--- src/qte_pkg.sv ---
// ---------------------------------------------------------------------------
// qte_pkg
// Shared types, constants and saturating arithmetic for the quartic
// trajectory evaluator.
// ---------------------------------------------------------------------------
package qte_pkg;

  localparam int WORD_BITS = 32;
  localparam int FRAC_BITS = 16;
  localparam int NUM_CELLS = 4;
  localparam int ADDR_BITS = 5;

  typedef logic signed [WORD_BITS-1:0] word_t;
  typedef logic signed [2*WORD_BITS-1:0] prod_t;
  typedef logic signed [2*WORD_BITS:0] wide_t;

  localparam word_t WORD_MAX = {1'b0, {(WORD_BITS-1){1'b1}}};
  localparam word_t WORD_MIN = {1'b1, {(WORD_BITS-1){1'b0}}};

  localparam logic [1:0] KIND_POS    = 2'd0;
  localparam logic [1:0] KIND_FIRST  = 2'd1;
  localparam logic [1:0] KIND_SECOND = 2'd2;
  localparam logic [1:0] KIND_THIRD  = 2'd3;

  localparam logic [2:0] REG_START_POSITION = 3'd0;
  localparam logic [2:0] REG_START_VELOCITY = 3'd1;
  localparam logic [2:0] REG_START_ACCEL    = 3'd2;
  localparam logic [2:0] REG_END_VELOCITY   = 3'd3;
  localparam logic [2:0] REG_END_ACCEL      = 3'd4;
  localparam logic [2:0] REG_DURATION       = 3'd5;

  localparam logic [WORD_BITS-2:0] DURATION_RESET = (WORD_BITS-1)'(65536);

  typedef struct packed {
    logic [1:0] kind;
    word_t      time_point;
  } request_t;

  typedef struct packed {
    word_t value;
    logic  overflow;
  } result_t;

  typedef struct packed {
    word_t val;
    logic  ov;
  } sat_t;

  typedef struct packed {
    word_t                start_position;
    word_t                start_velocity;
    word_t                start_accel;
    word_t                end_velocity;
    word_t                end_accel;
    logic [WORD_BITS-2:0] duration;
  } cfg_t;

  typedef struct packed {
    word_t a0;
    word_t a1;
    word_t a2;
    word_t a3;
    word_t a4;
    word_t a2x2;
    word_t a3x3;
    word_t a3x6;
    word_t a4x4;
    word_t a4x12;
    word_t a4x24;
    logic  ov_first;
    logic  ov_second;
    logic  ov_third;
  } coef_t;

  typedef struct packed {
    logic [1:0] kind;
    word_t      t;
    word_t      r;
    logic       ov;
  } stage_t;

  function automatic sat_t sat_wide(wide_t x);
    sat_t s;
    s.ov  = 1'b1;
    s.val = word_t'(x);
    if (x > wide_t'(WORD_MAX)) begin
      s.val = WORD_MAX;
    end else if (x < wide_t'(WORD_MIN)) begin
      s.val = WORD_MIN;
    end else begin
      s.ov = 1'b0;
    end
    return s;
  endfunction

  function automatic sat_t sat_add(word_t a, word_t b);
    return sat_wide(wide_t'(a) + wide_t'(b));
  endfunction

  function automatic sat_t sat_sub(word_t a, word_t b);
    return sat_wide(wide_t'(a) - wide_t'(b));
  endfunction

  function automatic sat_t sat_scale(word_t a, logic [4:0] k);
    wide_t kw;
    kw = wide_t'({1'b0, k});
    return sat_wide(wide_t'(a) * kw);
  endfunction

  function automatic sat_t shift_sat(prod_t p, int sh);
    prod_t q;
    q = p >>> sh;
    return sat_wide(wide_t'(q));
  endfunction

  function automatic word_t coef_select(coef_t c, logic [1:0] kind, int step);
    word_t v;
    v = '0;
    case (step)
      0: begin
        case (kind)
          KIND_POS:   v = c.a3;
          KIND_FIRST: v = c.a4x4;
          default:    v = '0;
        endcase
      end
      1: begin
        case (kind)
          KIND_POS:    v = c.a2;
          KIND_FIRST:  v = c.a3x3;
          KIND_SECOND: v = c.a4x12;
          default:     v = '0;
        endcase
      end
      2: begin
        case (kind)
          KIND_POS:    v = c.a1;
          KIND_FIRST:  v = c.a2x2;
          KIND_SECOND: v = c.a3x6;
          default:     v = c.a4x24;
        endcase
      end
      default: begin
        case (kind)
          KIND_POS:    v = c.a0;
          KIND_FIRST:  v = c.a1;
          KIND_SECOND: v = c.a2x2;
          default:     v = c.a3x6;
        endcase
      end
    endcase
    return v;
  endfunction

endpackage

--- src/qte_cell.sv ---
// ---------------------------------------------------------------------------
// qte_cell
// One Horner step: multiply the running value by time, then shift, saturate
// and add this step's coefficient. Two register stages.
// ---------------------------------------------------------------------------
module qte_cell #(
  parameter int FRAC_BITS = qte_pkg::FRAC_BITS,
  parameter int STEP      = 0
) (
  input  logic            clk,
  input  logic            rst,
  input  qte_pkg::coef_t  coef,
  input  logic            in_valid,
  input  qte_pkg::stage_t in_stage,
  output logic            out_valid,
  output qte_pkg::stage_t out_stage
);

  logic            mid_valid;
  qte_pkg::stage_t mid_stage;
  qte_pkg::prod_t  prod;
  qte_pkg::sat_t   scaled;
  qte_pkg::sat_t   sum;
  qte_pkg::word_t  c;

  always_comb begin
    c      = qte_pkg::coef_select(coef, mid_stage.kind, STEP);
    scaled = qte_pkg::shift_sat(prod, FRAC_BITS);
    sum    = qte_pkg::sat_add(scaled.val, c);
  end

  always_ff @(posedge clk) begin
    if (rst) begin
      mid_valid <= 1'b0;
      out_valid <= 1'b0;
    end else begin
      mid_valid <= in_valid;
      out_valid <= mid_valid;
    end
  end

  always_ff @(posedge clk) begin
    mid_stage      <= in_stage;
    prod           <= in_stage.r * in_stage.t;
    out_stage.kind <= mid_stage.kind;
    out_stage.t    <= mid_stage.t;
    out_stage.r    <= sum.val;
    out_stage.ov   <= mid_stage.ov | scaled.ov | sum.ov;
  end

endmodule

--- config.mk ---
export PLATFORM = sky130hd
export DESIGN_NAME = qte_cell
export DESIGN_NICKNAME = d
export VERILOG_FILES = /design/src/qte_pkg.sv /design/src/qte_cell.sv
export SDC_FILE = /design/constraint.sdc
export NUM_CORES = 2
export LEC_CHECK = 0
export ABC_CLOCK_PERIOD_IN_PS = 12000
export BUFFER_PORTS_ARGS = -buffer_cell sky130_fd_sc_hd__buf_2
export CORE_ASPECT_RATIO = 1.1
export CORE_MARGIN = 1.5
export CORE_UTILIZATION = 55
export DETAILED_ROUTE_END_ITERATION = 6
export GPL_ROUTABILITY_DRIVEN = 0
export HOLD_SLACK_MARGIN = 0.08
export PLACE_DENSITY_LB_ADDON = 0.05
export SETUP_SLACK_MARGIN = 0.02
export SYNTH_ARGS = -nofsm -noshare
export SYNTH_HDL_FRONTEND = slang
export SYNTH_SLANG_ARGS = --single-unit
--- constraint.sdc ---
create_clock -name clk -period 12 [get_ports clk]
set_clock_uncertainty 0.05 [all_clocks]
set_input_delay 0.6 -clock clk [delete_from_list [all_inputs] [get_ports clk]]
set_output_delay 0.6 -clock clk [all_outputs]
set_load 0.01 [all_outputs]
==> flow_summary.ini <==
[placement]
numPortBuffers = 201
dp_hpwl_mm = 87.2
post_dp_cell_area_um2 = 42800
pre_cts_slack_ns = 2.33

[drt]
drt_iter0_drc = 1692
vias_per_cell = 5.46
antenna_left = 0
wirelength_mm = 114
dr_total_vias = 29100
wire_per_inst_um = 21.4
drcViolationCount = 0
firstDrtPassIters = 5

[synthesis]
ys.flop_type = dfxtp_1
ys_types = 66
syn-num-nets = 6029
ys_seq_area_frac = 0.0741
synth_area_leaders = fa_1 (53%), inv_1 (9.1%), and2_1 (7.7%)
synth_top_cell_area_share = 0.527
syn_area_um2 = 41100
ys_warn_count = 0
synth.most_common_cell = fa_1
netlist.top_cell.by_area = fa_1
ys_top_cells_by_count = fa_1 (1082), inv_1 (1000), nand2_1 (539)
synth_edf_count = 0
ys_ff_latch = 152
async_flop_share = 0
netlist_instances = 4310
postSynthAreaPerCell_um2 = 9.53

[sta]
worstMarginPinSlew_ns = 1.13
setup_viol = 0
fin_crit_ns = 9.20
rsz0062_at_grt = no
fin_setup_tns_ns = 0
final_max_slew_viol_count = 0
fmax_ghz = 0.109
hold_viol_final = 0
fin_crit_sh = 0.767
setup_slack_ns = 2.80
relSlewSlack = 0.222

[setup_path]
rr_worst_depth = 18
cp_max_fo = 33
regToRegEndpoint = out_stage[27]
startpoint_type = input port
cp.required_ns = 12.38
endpoint = prod[63]
path_class = input port to flop
crit_arrival_ns = 9.59
rr_startpoint = prod[47]
end_kind = flop
r2r_slack_ns = 5.98
critPathLaunch = in_stage[36]

[final_layout]
final_cell_area_um2 = 43400
fin_nets = 6071
final_core_util = 0.591
drive_gt1_frac = 0.0664
area_delta_synth_final_pct = 5.65

[clock_tree]
worstSkewPairLatency_ns = 0.51
clkSinkCount = 152
cts_htree_levels = 4
cts_resized = 0
ctsHoldBuffers = 0
cts_setup_buffers = 0
cts_tree = built
clockBufferDepth = 2
cts_buffers = 17
clk_pin_slew_ns = 0.08
cts-root-buf = clkbuf_16

[floorplan]
initial_core_util = 0.559
core_um2 = 73500
die_area_um2 = 76400
fp.dieW_um = 264
die_y_um = 290
ios = 493
rows = 104

[grt]
grtUsageTotal = 0.319
grt_pass1_wl_mm = 182
grt_remaining_overflow = 0
grt_max_degree = 34
antenna_found_initial = 7
grt_pass1_vias = 32100

[status]
status = complete, no violations

[min_path]
min_path_type = input port to flop

[run]
cap_viol_max_count = 0
==> final cells by class <==
class / instances / area (um^2)
Clock inverter: 15 / 189
Fill cell: 6606 / 30100
Tap cell: 954 / 1190
Multi-Input combinational cell: 2937 / 33500
Sequential cell: 152 / 3040
Antenna cell: 2 / 5.00
Clock buffer: 17 / 425
Timing Repair Buffer: 244 / 1330
Inverter: 1000 / 3750
==> how the worst min path moves through the flow <==
| stage | from | end | slack, ns | cells after the start |
|---|---|---|---|---|
| after floorplan | mid_stage[33] | out_stage[33] | 0.26 | 0 |
| after global placement | mid_stage[50] | out_stage[50] | 0.26 | 0 |
| after detailed placement | mid_stage[43] | out_stage[43] | 0.26 | 0 |
| after CTS | in_stage[66] | mid_stage[66] | 0.11 | 1 |
| after global routing | in_stage[66] | mid_stage[66] | 0.12 | 1 |
| final | in_stage[66] | mid_stage[66] | 0.14 | 1 |
==> cells in the final DEF, fill, tap and decap left out, drive strengths merged, types with 8 or more instances in the layout <==
| master | instances |
|---|---|
| a31oi | 12 |
| fa | 1082 |
| buf | 244 |
| xor2 | 29 |
| nor2b | 10 |
| ha | 212 |
| o21bai | 9 |
| and2 | 507 |
| nor2 | 96 |
| nand4 | 13 |
| nand3 | 14 |
| clkbuf | 17 |
| and3 | 8 |
| inv | 1007 |
| o21a | 16 |
| a21oi | 73 |
| o21ai | 60 |
| nand2b | 14 |
| a211oi | 11 |
| nand2 | 539 |
| mux2i | 33 |
| xnor2 | 61 |
| a21o | 66 |
| dfxtp | 152 |
| nor3 | 10 |
| clkinv | 8 |
==> routing by layer <==
metal  vias to the layer above  wire [um]  GRT usage
met5                         -         24          0
met4                         4       3700      0.107
met3                       218       7160     0.0437
met2                       970      57400      0.563
met1                     15300      45500      0.407
li1                      12600          -          -
==> cells by family after synthesis <==
logic type | after synthesis | share of synthesized area
buf+inv | 1221 | 0.112
flops | 152 | 0.0741
mux | 33 | 0.00804
compound gates | 289 | 0.0462
fa+ha+maj | 1300 | 0.593
simple gates | 1225 | 0.148
xor+xnor | 90 | 0.0192
==> per-stage QoR <==
stage	hold WS [ns]	std cells
4_1_cts	0.105	5319
3_5_place_dp	0.262	5287
3_3_place_gp	0.260	5287
6_report	0.141	5321
5_1_grt	0.122	5320
2_1_floorplan	0.260	4310
==> sequential cells by signal, summed over array words and instances (netlist names) <==
name / cells
out_stage: 67
mid_stage: 35
out_valid: 1
mid_valid: 1
prod: 48
==> critical path: stages <==
cell and delay (ns):
buf_2 0.60, and2_1 0.30, fa_1 0.49, fa_1 0.49
fa_1 1.02, fa_1 0.86, inv_1 0.54, fa_1 0.64
inv_1 0.06, fa_1 0.52, inv_1 0.05, fa_1 0.49
inv_1 0.06, fa_1 0.47, ha_1 0.37, a21o_1 0.20
a21o_1 0.19, nor2_1 0.11, nand2_1 0.06, a31oi_1 0.23
nor3_2 0.13, a41o_1 0.32, o41a_1 0.39, a21oi_2 0.17
xnor2_1 0.12
Power is left out: the tool's default activity adds up to more than one toggle a clock period on the data nets, which glitch-free logic cannot reach.
